## src/hw/rtl/lusa_pkg.sv

```systemverilog
// shared types and constants for the least-used slot allocator
`timescale 1ns / 1ps
`default_nettype none
package lusa_pkg;

    localparam int MAX_SLOTS_DEF  = 64;
    localparam int COUNT_BITS_DEF = 16;
    localparam int SCAN_CAP       = 64;
    localparam int SLOT_W         = 6;
    localparam int OUT_CNT_W      = 16;
    localparam int STAT_W         = 2;
    localparam int OP_W           = 2;
    localparam int CPU_W          = 7;
    localparam int IDX_EXT_W      = 9;
    localparam int IN_DATA_W      = 8;
    localparam int OUT_DATA_W     = 24;

    typedef enum logic [OP_W-1:0] {
        OP_TAKE    = 2'd0,
        OP_GIVE    = 2'd1,
        OP_RESTART = 2'd2,
        OP_NONE    = 2'd3
    } t_op;

    typedef enum logic [STAT_W-1:0] {
        STAT_OK    = 2'd0,
        STAT_FULL  = 2'd1,
        STAT_UNDER = 2'd2,
        STAT_RSVD  = 2'd3
    } t_status;

    typedef enum logic [2:0] {
        S_IDLE,
        S_SCAN,
        S_TAKE,
        S_OP_RD,
        S_OP_EX,
        S_RESTART,
        S_DONE
    } t_state;

    typedef struct packed {
        logic we;
        logic clr;
    } t_mem_ctl;

endpackage
`default_nettype wire

```

## src/hw/rtl/least_used_slot_allocator.sv

```systemverilog
// least-used slot allocator: per-slot user counts with take, give and restart
//
// Requests arrive on the slave stream (tuser carries the op, tdata the slot and
// keep flag); each request produces exactly one item on the master stream with
// the slot, its count after the request and a status code.
// A take scans the active slots one memory read per cycle through a single
// compare unit, stopping early at a zero count. A give or an unused op passes
// through a read state and an execute state, a restart through a single clear
// state. One request is in flight at a time; tready is high only while the
// sequencer is idle, so the next request can be taken in the cycle after the
// previous result is loaded.
// The result sits in an output register, so the next request is
// accepted while an earlier result still waits; a further result waits in
// the sequencer until the receiver takes the pending one.
// cpu_count is written through i_cfg_we/i_cfg_wdata; the user must write it only while the block is idle,
// which the block itself does not enforce. Reset clears all counts at once through per-slot valid bits, sets cpu_count
// to 1 and empties the output register.
`timescale 1ns / 1ps
`default_nettype none
module least_used_slot_allocator #(
    parameter int MAX_SLOTS  = lusa_pkg::MAX_SLOTS_DEF,
    parameter int COUNT_BITS = lusa_pkg::COUNT_BITS_DEF
) (
    input  wire logic                            i_clk,
    input  wire logic                            i_rst_n,
    input  wire logic                            i_cfg_we,
    input  wire logic [lusa_pkg::CPU_W-1:0]      i_cfg_wdata,
    input  wire logic                            i_s_axis_tvalid,
    output logic                                 o_s_axis_tready,
    // [5:0] slot, [6] keep_valid, [7] zero
    input  wire logic [lusa_pkg::IN_DATA_W-1:0]  i_s_axis_tdata,
    // [1:0] op
    input  wire logic [lusa_pkg::OP_W-1:0]       i_s_axis_tuser,
    output logic                                 o_m_axis_tvalid,
    input  wire logic                            i_m_axis_tready,
    // [5:0] granted_slot, [21:6] count_after, [23:22] zero
    output logic      [lusa_pkg::OUT_DATA_W-1:0] o_m_axis_tdata,
    // [1:0] status
    output logic      [lusa_pkg::STAT_W-1:0]     o_m_axis_tuser
);
    import lusa_pkg::*;

    localparam int IDX_W = (MAX_SLOTS > 1) ? $clog2(MAX_SLOTS) : 1;

    logic [CPU_W-1:0]      r_cpu_count;
    t_mem_ctl              mem_ctl;
    logic [IDX_W-1:0]      wr_addr, rd_addr;
    logic [COUNT_BITS-1:0] wr_data, rd_count;
    logic [SLOT_W-1:0]     out_slot;
    logic [OUT_CNT_W-1:0]  out_cnt;

    always_ff @(posedge i_clk) begin
        if (!i_rst_n) begin
            r_cpu_count <= CPU_W'(1);
        end else if (i_cfg_we) begin
            r_cpu_count <= i_cfg_wdata;
        end
    end

    lusa_mem #(
        .MAX_SLOTS  (MAX_SLOTS),
        .COUNT_BITS (COUNT_BITS),
        .IDX_W      (IDX_W)
    ) u_mem (
        .i_clk      (i_clk),
        .i_rst_n    (i_rst_n),
        .i_ctl      (mem_ctl),
        .i_wr_addr  (wr_addr),
        .i_wr_data  (wr_data),
        .i_rd_addr  (rd_addr),
        .o_rd_count (rd_count)
    );

    lusa_ctrl #(
        .MAX_SLOTS  (MAX_SLOTS),
        .COUNT_BITS (COUNT_BITS),
        .IDX_W      (IDX_W)
    ) u_ctrl (
        .i_clk       (i_clk),
        .i_rst_n     (i_rst_n),
        .i_cpu_count (r_cpu_count),
        .i_in_valid  (i_s_axis_tvalid),
        .o_in_ready  (o_s_axis_tready),
        .i_op        (i_s_axis_tuser),
        .i_slot      (i_s_axis_tdata[SLOT_W-1:0]),
        .i_keep      (i_s_axis_tdata[SLOT_W]),
        .o_out_valid (o_m_axis_tvalid),
        .i_out_ready (i_m_axis_tready),
        .o_slot      (out_slot),
        .o_count     (out_cnt),
        .o_status    (o_m_axis_tuser),
        .o_mem_ctl   (mem_ctl),
        .o_wr_addr   (wr_addr),
        .o_wr_data   (wr_data),
        .o_rd_addr   (rd_addr),
        .i_rd_count  (rd_count)
    );

    assign o_m_axis_tdata = {(OUT_DATA_W-OUT_CNT_W-SLOT_W)'(0), out_cnt, out_slot};

endmodule
`default_nettype wire

```

## src/hw/rtl/lusa_mem.sv

```systemverilog
// per-slot user count memory with per-entry valid bits
`timescale 1ns / 1ps
`default_nettype none
module lusa_mem #(
    parameter int MAX_SLOTS  = lusa_pkg::MAX_SLOTS_DEF,
    parameter int COUNT_BITS = lusa_pkg::COUNT_BITS_DEF,
    parameter int IDX_W      = 6
) (
    input  wire logic                  i_clk,
    input  wire logic                  i_rst_n,
    input  wire lusa_pkg::t_mem_ctl    i_ctl,
    input  wire logic [IDX_W-1:0]      i_wr_addr,
    input  wire logic [COUNT_BITS-1:0] i_wr_data,
    input  wire logic [IDX_W-1:0]      i_rd_addr,
    output logic      [COUNT_BITS-1:0] o_rd_count
);
    import lusa_pkg::*;

    logic [COUNT_BITS-1:0] r_mem [MAX_SLOTS];
    logic [MAX_SLOTS-1:0]  r_valid;
    logic [COUNT_BITS-1:0] r_rd_data;
    logic                  r_rd_vld;

    always_ff @(posedge i_clk) begin
        if (i_ctl.we) begin
            r_mem[i_wr_addr] <= i_wr_data;
        end
        r_rd_data <= r_mem[i_rd_addr];
    end

    // a clear and a write in the same cycle leave the written entry valid
    always_ff @(posedge i_clk) begin
        if (!i_rst_n) begin
            r_valid  <= '0;
            r_rd_vld <= 1'b0;
        end else begin
            if (i_ctl.clr) begin
                r_valid <= i_ctl.we ? (MAX_SLOTS'(1) << i_wr_addr) : '0;
            end else if (i_ctl.we) begin
                r_valid[i_wr_addr] <= 1'b1;
            end
            r_rd_vld <= r_valid[i_rd_addr];
        end
    end

    assign o_rd_count = r_rd_vld ? r_rd_data : '0;

endmodule
`default_nettype wire

```

## src/hw/rtl/lusa_alu.sv

```systemverilog
// shared compare and increment/decrement unit
`timescale 1ns / 1ps
`default_nettype none
module lusa_alu #(
    parameter int COUNT_BITS = lusa_pkg::COUNT_BITS_DEF
) (
    input  wire logic [COUNT_BITS-1:0] i_a,
    input  wire logic [COUNT_BITS-1:0] i_b,
    input  wire logic                  i_dec,
    output logic                       o_lt,
    output logic                       o_zero,
    output logic      [COUNT_BITS-1:0] o_step
);
    import lusa_pkg::*;

    assign o_lt   = (i_a < i_b);
    assign o_zero = (i_a == '0);
    assign o_step = i_dec ? (i_a - COUNT_BITS'(1)) : (i_a + COUNT_BITS'(1));

endmodule
`default_nettype wire

```

## src/hw/rtl/lusa_ctrl.sv

```systemverilog
// request sequencer: slot scan, read-modify-write and result register
`timescale 1ns / 1ps
`default_nettype none
module lusa_ctrl #(
    parameter int MAX_SLOTS  = lusa_pkg::MAX_SLOTS_DEF,
    parameter int COUNT_BITS = lusa_pkg::COUNT_BITS_DEF,
    parameter int IDX_W      = 6
) (
    input  wire logic                           i_clk,
    input  wire logic                           i_rst_n,
    input  wire logic [lusa_pkg::CPU_W-1:0]     i_cpu_count,
    input  wire logic                           i_in_valid,
    output logic                                o_in_ready,
    input  wire logic [lusa_pkg::OP_W-1:0]      i_op,
    input  wire logic [lusa_pkg::SLOT_W-1:0]    i_slot,
    input  wire logic                           i_keep,
    output logic                                o_out_valid,
    input  wire logic                           i_out_ready,
    output logic      [lusa_pkg::SLOT_W-1:0]    o_slot,
    output logic      [lusa_pkg::OUT_CNT_W-1:0] o_count,
    output logic      [lusa_pkg::STAT_W-1:0]    o_status,
    output lusa_pkg::t_mem_ctl                  o_mem_ctl,
    output logic      [IDX_W-1:0]               o_wr_addr,
    output logic      [COUNT_BITS-1:0]          o_wr_data,
    output logic      [IDX_W-1:0]               o_rd_addr,
    input  wire logic [COUNT_BITS-1:0]          i_rd_count
);
    import lusa_pkg::*;

    localparam int SCAN_LIM = (MAX_SLOTS < SCAN_CAP) ? MAX_SLOTS : SCAN_CAP;
    localparam logic [COUNT_BITS-1:0] COUNT_MAX = {COUNT_BITS{1'b1}};

    t_state r_state, n_state;

    t_op                   r_op;
    logic [SLOT_W-1:0]     r_slot;
    logic                  r_keep;
    logic                  r_in_range;
    logic [CPU_W-1:0]      r_n, r_idx, n_idx;
    logic                  r_pend, n_pend;
    logic [SLOT_W-1:0]     r_chk, r_best, n_best;
    logic [COUNT_BITS-1:0] r_low_cnt, n_low_cnt;

    logic [SLOT_W-1:0]     r_res_slot, n_res_slot;
    logic [OUT_CNT_W-1:0]  r_res_cnt, n_res_cnt;
    t_status               r_res_stat, n_res_stat;

    logic                  r_out_valid;
    logic [SLOT_W-1:0]     r_out_slot;
    logic [OUT_CNT_W-1:0]  r_out_cnt;
    t_status               r_out_stat;

    logic                  accept;
    logic                  out_load;
    logic                  in_range;
    logic [CPU_W-1:0]      active_n;
    logic                  issue;
    logic                  hit;
    logic                  stop;

    logic [COUNT_BITS-1:0] alu_a, alu_b, alu_step;
    logic                  alu_dec, alu_lt, alu_zero;
    logic [COUNT_BITS-1:0] res_cnt_full;

    logic [IDX_EXT_W-1:0]  slot_ext, best_ext, idx_ext;
    logic [OUT_CNT_W+COUNT_BITS-1:0] cnt_ext;

    lusa_alu #(.COUNT_BITS(COUNT_BITS)) u_alu (
        .i_a    (alu_a),
        .i_b    (alu_b),
        .i_dec  (alu_dec),
        .o_lt   (alu_lt),
        .o_zero (alu_zero),
        .o_step (alu_step)
    );

    assign accept   = i_in_valid && o_in_ready;
    assign out_load = (r_state == S_DONE) && (!r_out_valid || i_out_ready);

    assign slot_ext = {(IDX_EXT_W-SLOT_W)'(0), r_slot};
    assign best_ext = {(IDX_EXT_W-SLOT_W)'(0), r_best};
    assign idx_ext  = {(IDX_EXT_W-CPU_W)'(0), r_idx};
    assign in_range = {(IDX_EXT_W-SLOT_W)'(0), i_slot} < IDX_EXT_W'(MAX_SLOTS);

    // scan length: 0 acts as 1, capped at the scan limit
    always_comb begin
        active_n = i_cpu_count;
        if (active_n == '0) begin
            active_n = CPU_W'(1);
        end
        if (active_n > CPU_W'(SCAN_LIM)) begin
            active_n = CPU_W'(SCAN_LIM);
        end
    end

    // scan step: compare the entry read last cycle, issue the next read
    assign hit   = r_pend && alu_lt;
    assign stop  = hit && alu_zero;
    assign issue = !stop && (r_idx < r_n);

    // next state
    always_comb begin
        n_state = r_state;
        unique case (r_state)
            S_IDLE: begin
                if (accept) begin
                    unique case (t_op'(i_op))
                        OP_TAKE:    n_state = S_SCAN;
                        OP_RESTART: n_state = S_RESTART;
                        default:    n_state = S_OP_RD;
                    endcase
                end
            end
            S_SCAN: begin
                if (stop || !issue) begin
                    n_state = S_TAKE;
                end
            end
            S_TAKE:    n_state = S_DONE;
            S_OP_RD:   n_state = S_OP_EX;
            S_OP_EX:   n_state = S_DONE;
            S_RESTART: n_state = S_DONE;
            S_DONE: begin
                if (out_load) begin
                    n_state = S_IDLE;
                end
            end
            default:   n_state = S_IDLE;
        endcase
    end

    // datapath controls and next values
    always_comb begin
        alu_a        = i_rd_count;
        alu_b        = r_low_cnt;
        alu_dec      = 1'b0;
        o_mem_ctl    = '0;
        o_wr_addr    = best_ext[IDX_W-1:0];
        o_wr_data    = alu_step;
        o_rd_addr    = slot_ext[IDX_W-1:0];
        n_idx        = r_idx;
        n_pend       = 1'b0;
        n_best       = r_best;
        n_low_cnt    = r_low_cnt;
        n_res_slot   = r_res_slot;
        n_res_stat   = r_res_stat;
        res_cnt_full = '0;
        n_res_cnt    = r_res_cnt;
        unique case (r_state)
            S_IDLE: begin
                n_idx     = '0;
                n_best    = '0;
                n_low_cnt = COUNT_MAX;
            end
            S_SCAN: begin
                o_rd_addr = idx_ext[IDX_W-1:0];
                if (hit) begin
                    n_best    = r_chk;
                    n_low_cnt = i_rd_count;
                end
                if (issue) begin
                    n_pend = 1'b1;
                    n_idx  = r_idx + CPU_W'(1);
                end
            end
            S_TAKE: begin
                alu_a = r_low_cnt;
                alu_b = COUNT_MAX;
                if (alu_lt) begin
                    o_mem_ctl.we = 1'b1;
                    n_res_slot   = r_best;
                    res_cnt_full = alu_step;
                    n_res_stat   = STAT_OK;
                end else begin
                    // every scanned count saturated, slot 0 holds the maximum
                    n_res_slot   = '0;
                    res_cnt_full = COUNT_MAX;
                    n_res_stat   = STAT_FULL;
                end
                n_res_cnt = cnt_ext[OUT_CNT_W-1:0];
            end
            S_OP_RD: begin
                o_rd_addr = slot_ext[IDX_W-1:0];
            end
            S_OP_EX: begin
                alu_dec    = 1'b1;
                o_wr_addr  = slot_ext[IDX_W-1:0];
                n_res_slot = r_slot;
                n_res_stat = STAT_OK;
                if (r_in_range) begin
                    if (r_op == OP_GIVE) begin
                        if (alu_zero) begin
                            n_res_stat = STAT_UNDER;
                        end else begin
                            o_mem_ctl.we = 1'b1;
                            res_cnt_full = alu_step;
                        end
                    end else begin
                        res_cnt_full = i_rd_count;
                    end
                end
                n_res_cnt = cnt_ext[OUT_CNT_W-1:0];
            end
            S_RESTART: begin
                o_mem_ctl.clr = 1'b1;
                o_wr_addr     = slot_ext[IDX_W-1:0];
                o_wr_data     = COUNT_BITS'(1);
                n_res_slot    = r_slot;
                n_res_stat    = STAT_OK;
                if (r_keep && r_in_range) begin
                    o_mem_ctl.we = 1'b1;
                    res_cnt_full = COUNT_BITS'(1);
                end
                n_res_cnt = cnt_ext[OUT_CNT_W-1:0];
            end
            S_DONE: begin
            end
            default: begin
            end
        endcase
    end

    assign cnt_ext = {{OUT_CNT_W{1'b0}}, res_cnt_full};

    always_ff @(posedge i_clk) begin
        if (!i_rst_n) begin
            r_state     <= S_IDLE;
            r_pend      <= 1'b0;
            r_out_valid <= 1'b0;
        end else begin
            r_state <= n_state;
            r_pend  <= n_pend;
            if (out_load) begin
                r_out_valid <= 1'b1;
            end else if (i_out_ready) begin
                r_out_valid <= 1'b0;
            end
        end
    end

    always_ff @(posedge i_clk) begin
        if (accept) begin
            r_op       <= t_op'(i_op);
            r_slot     <= i_slot;
            r_keep     <= i_keep;
            r_in_range <= in_range;
            r_n        <= active_n;
        end
        r_idx        <= n_idx;
        r_chk        <= r_idx[SLOT_W-1:0];
        r_best       <= n_best;
        r_low_cnt    <= n_low_cnt;
        r_res_slot   <= n_res_slot;
        r_res_cnt    <= n_res_cnt;
        r_res_stat   <= n_res_stat;
        if (out_load) begin
            r_out_slot <= r_res_slot;
            r_out_cnt  <= r_res_cnt;
            r_out_stat <= r_res_stat;
        end
    end

    assign o_in_ready  = (r_state == S_IDLE);
    assign o_out_valid = r_out_valid;
    assign o_slot      = r_out_slot;
    assign o_count     = r_out_cnt;
    assign o_status    = r_out_stat;

endmodule
`default_nettype wire
```

## config.mk

```make
export PLATFORM = sky130hd
export DESIGN_NAME = least_used_slot_allocator
export DESIGN_NICKNAME = d
export VERILOG_FILES = /design/src/hw/rtl/lusa_pkg.sv /design/src/hw/rtl/least_used_slot_allocator.sv /design/src/hw/rtl/lusa_mem.sv /design/src/hw/rtl/lusa_alu.sv /design/src/hw/rtl/lusa_ctrl.sv
export SDC_FILE = /design/constraint.sdc
export NUM_CORES = 1
export LEC_CHECK = 0
export BUFFER_PORTS_ARGS = -buffer_cell sky130_fd_sc_hd__buf_2
export CAP_MARGIN = 5
export CORE_MARGIN = 2
export CORE_UTILIZATION = 60
export DETAILED_ROUTE_END_ITERATION = 16
export GPL_TIMING_DRIVEN = 0
export PLACE_DENSITY = 0.76
export SKIP_CTS_REPAIR_TIMING = 1
export SLEW_MARGIN = 20
export SYNTH_ARGS = -nofsm -noshare
export SYNTH_HDL_FRONTEND = slang
export SYNTH_HIERARCHICAL = 1
export SYNTH_SLANG_ARGS = --single-unit
export TNS_END_PERCENT = 10
```

## constraint.sdc

```tcl
create_clock -name i_clk -period 7.3 [get_ports i_clk]
set_input_delay 1.825 -clock i_clk [delete_from_list [all_inputs] [get_ports i_clk]]
set_output_delay 1.825 -clock i_clk [all_outputs]
set_load 0.01 [all_outputs]
```

# Yosys cells after proc, flatten, opt, wreduce, memory -nomap -nowiden
# Memories as Yosys holds them, arrays and structs flattened. A register that Yosys moved wholly into a read port is not among the register bits.
# Cells that the tools add are included.
[totals]
mem_bits_ro = 0
ram_bits = 1024
mem_count = 1
reg_bits = 176
latchBits = 0
output_inout_bits = 28
input_bits = 22
[classes]
div = 0
multipliers = 0
order_cmp = 6
bitwise = 1
n_addsub = 3
shift = 1
reduce_logical = 26
eq_ne = 13
mux = 49
[memory_table]
columns = ["name", "depth", "width", "read_ports", "rd_clocked_by_memory_dff", "write_ports", "line", "rtl"]
rows = [
  ["u_mem.r_mem", 64, 16, 1, 1, 1, "lusa_mem.sv:19", "logic [COUNT_BITS-1:0] r_mem [MAX_SLOTS];"],
]
[ops]
columns = ["cell", "count"]
rows = [
  ["64-bit 2-to-1 mux", 3],
  ["16-bit 2-to-1 mux", 9],
  ["64-bit bitwise OR", 1],
  ["16-bit one-hot mux with 2 select lines", 2],
  ["1-bit by 6-bit << shifter with 64-bit output (first input constant)", 1],
  ["6-bit 2-to-1 mux", 4],
  ["6-bit one-hot mux with 2 select lines", 2],
  ["16-bit by 1-bit adder with 16-bit output (second input constant)", 1],
  ["16-bit zero test", 1],
  ["16-bit less-than comparator", 1],
  ["16-bit by 1-bit subtractor with 16-bit output (second input constant)", 1],
  ["1-bit 2-to-1 mux", 15],
  ["3-bit one-hot mux with 5 select lines", 1],
  ["6-bit by 7-bit less-than comparator with 1-bit output (second input constant)", 2],
  ["7-bit 2-to-1 mux", 2],
  ["7-bit one-hot mux with 2 select lines", 1],
  ["3-bit == test (second input constant)", 3],
  ["3-bit 2-to-1 mux", 3],
  ["2-bit by 1-bit != test with 1-bit output (second input constant)", 4],
  ["2-bit nonzero test", 4],
  ["7-bit by 1-bit adder with 7-bit output (second input constant)", 1],
  ["7-bit greater-than comparator (second input constant)", 1],
  ["7-bit zero test", 1],
  ["7-bit less-than comparator", 1],
  ["other kinds (22)", 34],
]

# Logic depth before layout (Yosys ltp)
[depth]
ltp_word = 11
mapped_depth = 17
mapped_depth_nobuf = 15

# Hierarchy
# The synthesis kept the hierarchy.
[by_module_without_submodules]
columns = ["mod", "area_per_inst_um2", "instances", "cells_each"]
rows = [
  ["lusa_mem", 42490.8, 1, 1961],
  ["lusa_ctrl", 4533.1, 1, 341],
  ["lusa_alu", 1161.1, 1, 156],
  ["least_used_slot_allocator", 281.5, 1, 25],
]

# Least setup slack after synthesis
# OpenSTA, ideal clock, no wires.
[synth_path]
kind = "flip-flop to flip-flop"
from = "register u_ctrl.r_state[1]"
to = "memory u_mem/r_mem[10][0] (netlist bit), enable pin"
setup_slack_ns = 2.082
n_path_buf = 1
path_stages_with_launch = 14
required_time_ns = 6.867
arrival_ns = 4.785
setup_time_ns = 0.433
path_cell_list = "dfxtp_1 -> nor3b_2 -> buf_4 -> mux2_2 -> ha_1 -> a21o_1 -> a21oi_1 -> o211ai_1 -> a31oi_1 -> a22oi_1 -> o21ai_0 -> nor2b_1 -> nand2_1 -> nor4_1"
[synth_rtl]
columns = ["item", "line", "rtl"]
rows = [
  ["start, declared", "lusa_ctrl.sv:33", "t_state r_state, n_state;"],
  ["start signal, assigned", "lusa_ctrl.sv:231", "r_state <= n_state;"],
  ["end, declared", "lusa_mem.sv:19", ""],
]

==> impl_results.md <==
* Sw Pwr at 9.441 mW
* Pins Over Slew Limit at 0
* Predominant post-synthesis flop cell: edfxtp_1
* EDFF count, synth at 1117
* RSZ-0062 raised after global routing: false
* Worst-margin pin slew at 1.240 ns
* Setup WS pre-CTS at 0.9858 ns
* CP Max Fanout at 10
* Die X at 288.2 um
* Tcrit/Tclk final at 89.30%
* Vias in the first global route at 26.52k
* Vias at 26.44k
* Area occupied by multi-input gates at 12470 um^2
* Dpl hpwl at 86580 um
* Clk pin slew, worst setup/hold paths at 0.06 ns
* Worst Setup End Kind: flop
* Clk buf depth at 3
* Final WL at 129400 um
* Clk_lat worst skew at 0.69 ns
* Rel. slew slack at 17.33%
* CTS tree: yes
* Highest clock rate at 153.4 MHz
* Initial DRC Count at 3638
* Layout Cell Area excl Fill at 54980 um^2
* Most common cell in the synthesized netlist: edfxtp_1
* CTS Sinks at 1216
* Ys async rst share at 0%
* Combinational fraction of design power at 37.4%
* VDD IR-drop max at 0.0004684 V
* Clock power share at 22.2%
* Layout cells sized above 1 at 28.42%
* Pwr dens at 475.8 nW/um^2
* Sequential share of power at 40.5%
* Synthesized cell area at 48470 um^2
* Seq/Total Area, Yosys at 73.30%
* Startpoint Class: flop
* Sw frac at 36.09%
* Row cnt at 104
* Syn avg cell area at 19.52 um^2
* IO Port Bufs at 45
* Internal at 16.72 mW
* Min Tclk post-route at 6.519 ns
* Die H at 288.2 um
* Register bit total from synthesis at 1216
* Ys Warns at 6
* Top Ports at 50
* Num CTS Buffers at 115
* Die Area at 83070 um^2
* Synth area leader: edfxtp_1
* Cells after synthesis at 2483
* Max-Cap Viols at 0
* Global route overflow at 0
* Status: complete, no violations
* First-pass detailed-route iteration total at 6
* Final nets at 2794
* Reg2reg setup slack at 0.78 ns
* Antenna Nets Post-Route at 0
* Total core area at 80290 um^2
* Final Hold Fails at 0
* Area share of the largest cell type after synthesis at 69.21%
* Root Buffer: clkbuf_16
* Worst Path Required at 7.67 ns
* Initial antenna violation count at 6
* Drt drc at 0
* Finish-stage setup viols at 0
* Placement Cell Area at 51320 um^2
* Worst-case clock skew at 0.01634 ns
* Tot GR Track Use at 31.80%
* Yosys cell types at 74
* Htree depth at 3
* Largest net degree at the start of global routing at 65
* Hold Crit Class: flop to flop
* Filler cells at 4873
* First-pass GRT wire length at 185200 um
* Initial core utilization at 60.37%
* Wire per inst at 33.22 um
* Area Overhead vs Synth at 13.43%
* Post-DR vias/cell at 6.786
* Fin Setup TNS at 0 ns
* WS Path Type: flop to flop
* Post-layout worst setup margin at 0.7813 ns
* Total power at 26.16 mW
* Pleak at 18.35 nW
* Sequential cell area at 35520 um^2
* RePlAce Congestion at 0.9737
* Top post-synthesis cells by area: edfxtp_1, mux4_2, dfxtp_1, nor2b_1, o21a_1
* Most instantiated cells after synthesis: edfxtp_1, mux4_2, nor2b_1, dfxtp_1, nand2_1
* Critical path arrival at 6.89 ns
## through the flow
stage / hold WS (ns) / utilization, % / cells
2_1_floorplan: 0.4003 / - / 2484
3_3_place_gp: 0.4026 / 62.30 / 3589
3_5_place_dp: 0.4045 / 63.92 / 3678
4_1_cts: 0.4203 / 68.46 / 3893
5_1_grt: 0.4259 / 68.47 / 3893
6_report: 0.4187 / 68.47 / 3896
## power groups by stage
stage          registers (mW)  clock network (mW)  logic [mW]
6_report                 10.6                5.80        9.77
5_1_grt                  10.6                6.12        10.2
4_1_cts                  10.6                5.87        9.64
3_5_place_dp             10.7                   0        9.57
3_3_place_gp             11.0                   0        8.62
2_1_floorplan            10.8                   0        5.27
## cells by family (layout without fill, tap and decap cells)
kind of cell	Yosys count	count (layout)	synth area share, %
buffers and inverters	158	507	1.606
XOR/XNOR	19	19	0.3434
multiplexers	355	355	15.17
flip-flops	1216	1216	73.30
other	1	5	0.007737
AO/OA/AOI/OAI	252	252	3.694
adder cells (fa/ha/maj)	37	37	0.9707
AND/OR/NAND/NOR	445	445	4.913
## cell usage in the layout (no fill, tap or decap), types with 9 or more instances in the layout
cell	n
clkbuf_1	83
nand3_1	29
ha_1	36
a31oi_1	9
buf_6	36
nor2_4	9
a211oi_1	15
clkbuf_16	117
a221o_1	16
and2_1	22
nor2_2	38
or2_2	22
xnor2_1	9
dfxtp_1	99
buf_4	39
buf_2	100
and3_1	12
o21ai_0	15
edfxtp_1	1117
clkinv_2	25
mux2_2	16
xor2_1	10
o22ai_1	9
a22oi_1	27
nor2b_1	102
o21a_1	65
clkinv_1	25
o221ai_1	13
inv_1	25
mux4_2	302
a21oi_1	42
nor2_1	30
nand2_1	85
and2_4	12
nor3_2	11
buf_8	13
nand2b_1	26
mux2i_1	37
## worst max-delay path, cell delays in order, from the launching register on
cell and delay (ns):
dfxtp_1 0.45, nor3b_2 0.57, buf_4 0.32, mux2_2 0.41, ha_1 0.35, a21o_1 0.18, a21oi_1 0.18, o211ai_1 0.12
a31oi_1 0.62, a22oi_1 0.15, o21ai_0 0.42, nor2b_1 0.56, nand2_1 0.43, nor4_2 0.61, buf_2 0.32, buf_2 0.24
buf_2 0.26
## worst paths after layout
check,from,depth (start not counted),end
hold / removal,u_ctrl/r_res_cnt[2],0,u_ctrl/o_count[2]
hold reg to reg,u_ctrl/r_res_cnt[2],0,u_ctrl/o_count[2]
setup / recovery,u_ctrl/r_state[1],16,u_mem/r_mem[10][4]
setup reg to reg,u_ctrl/r_state[1],16,u_mem/r_mem[10][4]
## flip-flops by register name, indices dropped and copies added, names as in the netlist
register	cells
u_ctrl/o_status	2
u_ctrl/r_low_cnt	16
u_ctrl/r_best	6
u_ctrl/r_op	2
u_mem/r_valid	64
u_ctrl/r_res_cnt	16
u_ctrl/r_state	3
u_ctrl/r_idx	7
u_ctrl/r_keep	1
u_mem/r_mem	1024
u_ctrl/o_count	16
u_ctrl/r_n	7
u_ctrl/r_chk	6
u_ctrl/o_out_valid	1
u_ctrl/r_res_slot	6
r_cpu_count	7
u_ctrl/r_slot	6
u_mem/r_rd_data	16
u_ctrl/r_pend	1
u_mem/r_rd_vld	1
u_ctrl/r_res_stat	2
u_ctrl/o_slot	6
## metal layers
layer	global-route usage (%)	vias to the layer above	wire (um)
li1	-	10600	-
met2	50.98	1784	63110
met5	0	-	37
met3	6.809	337	13740
met1	42.05	13710	45600
met4	15.75	6	6947
## area by class of cell
class / count / area share, %
buffer: 132 / 1.243
clock buffer: 148 / 5.646
sequential: 1216 / 64.62
timing repair buffer: 134 / 2.212
multi-input combinational: 1110 / 22.69
clock inverter: 67 / 0.9923
antenna: 3 / 0.01366
inverter: 26 / 0.1775
tap: 1060 / 2.412
Power figures use the tool's default switching activity.
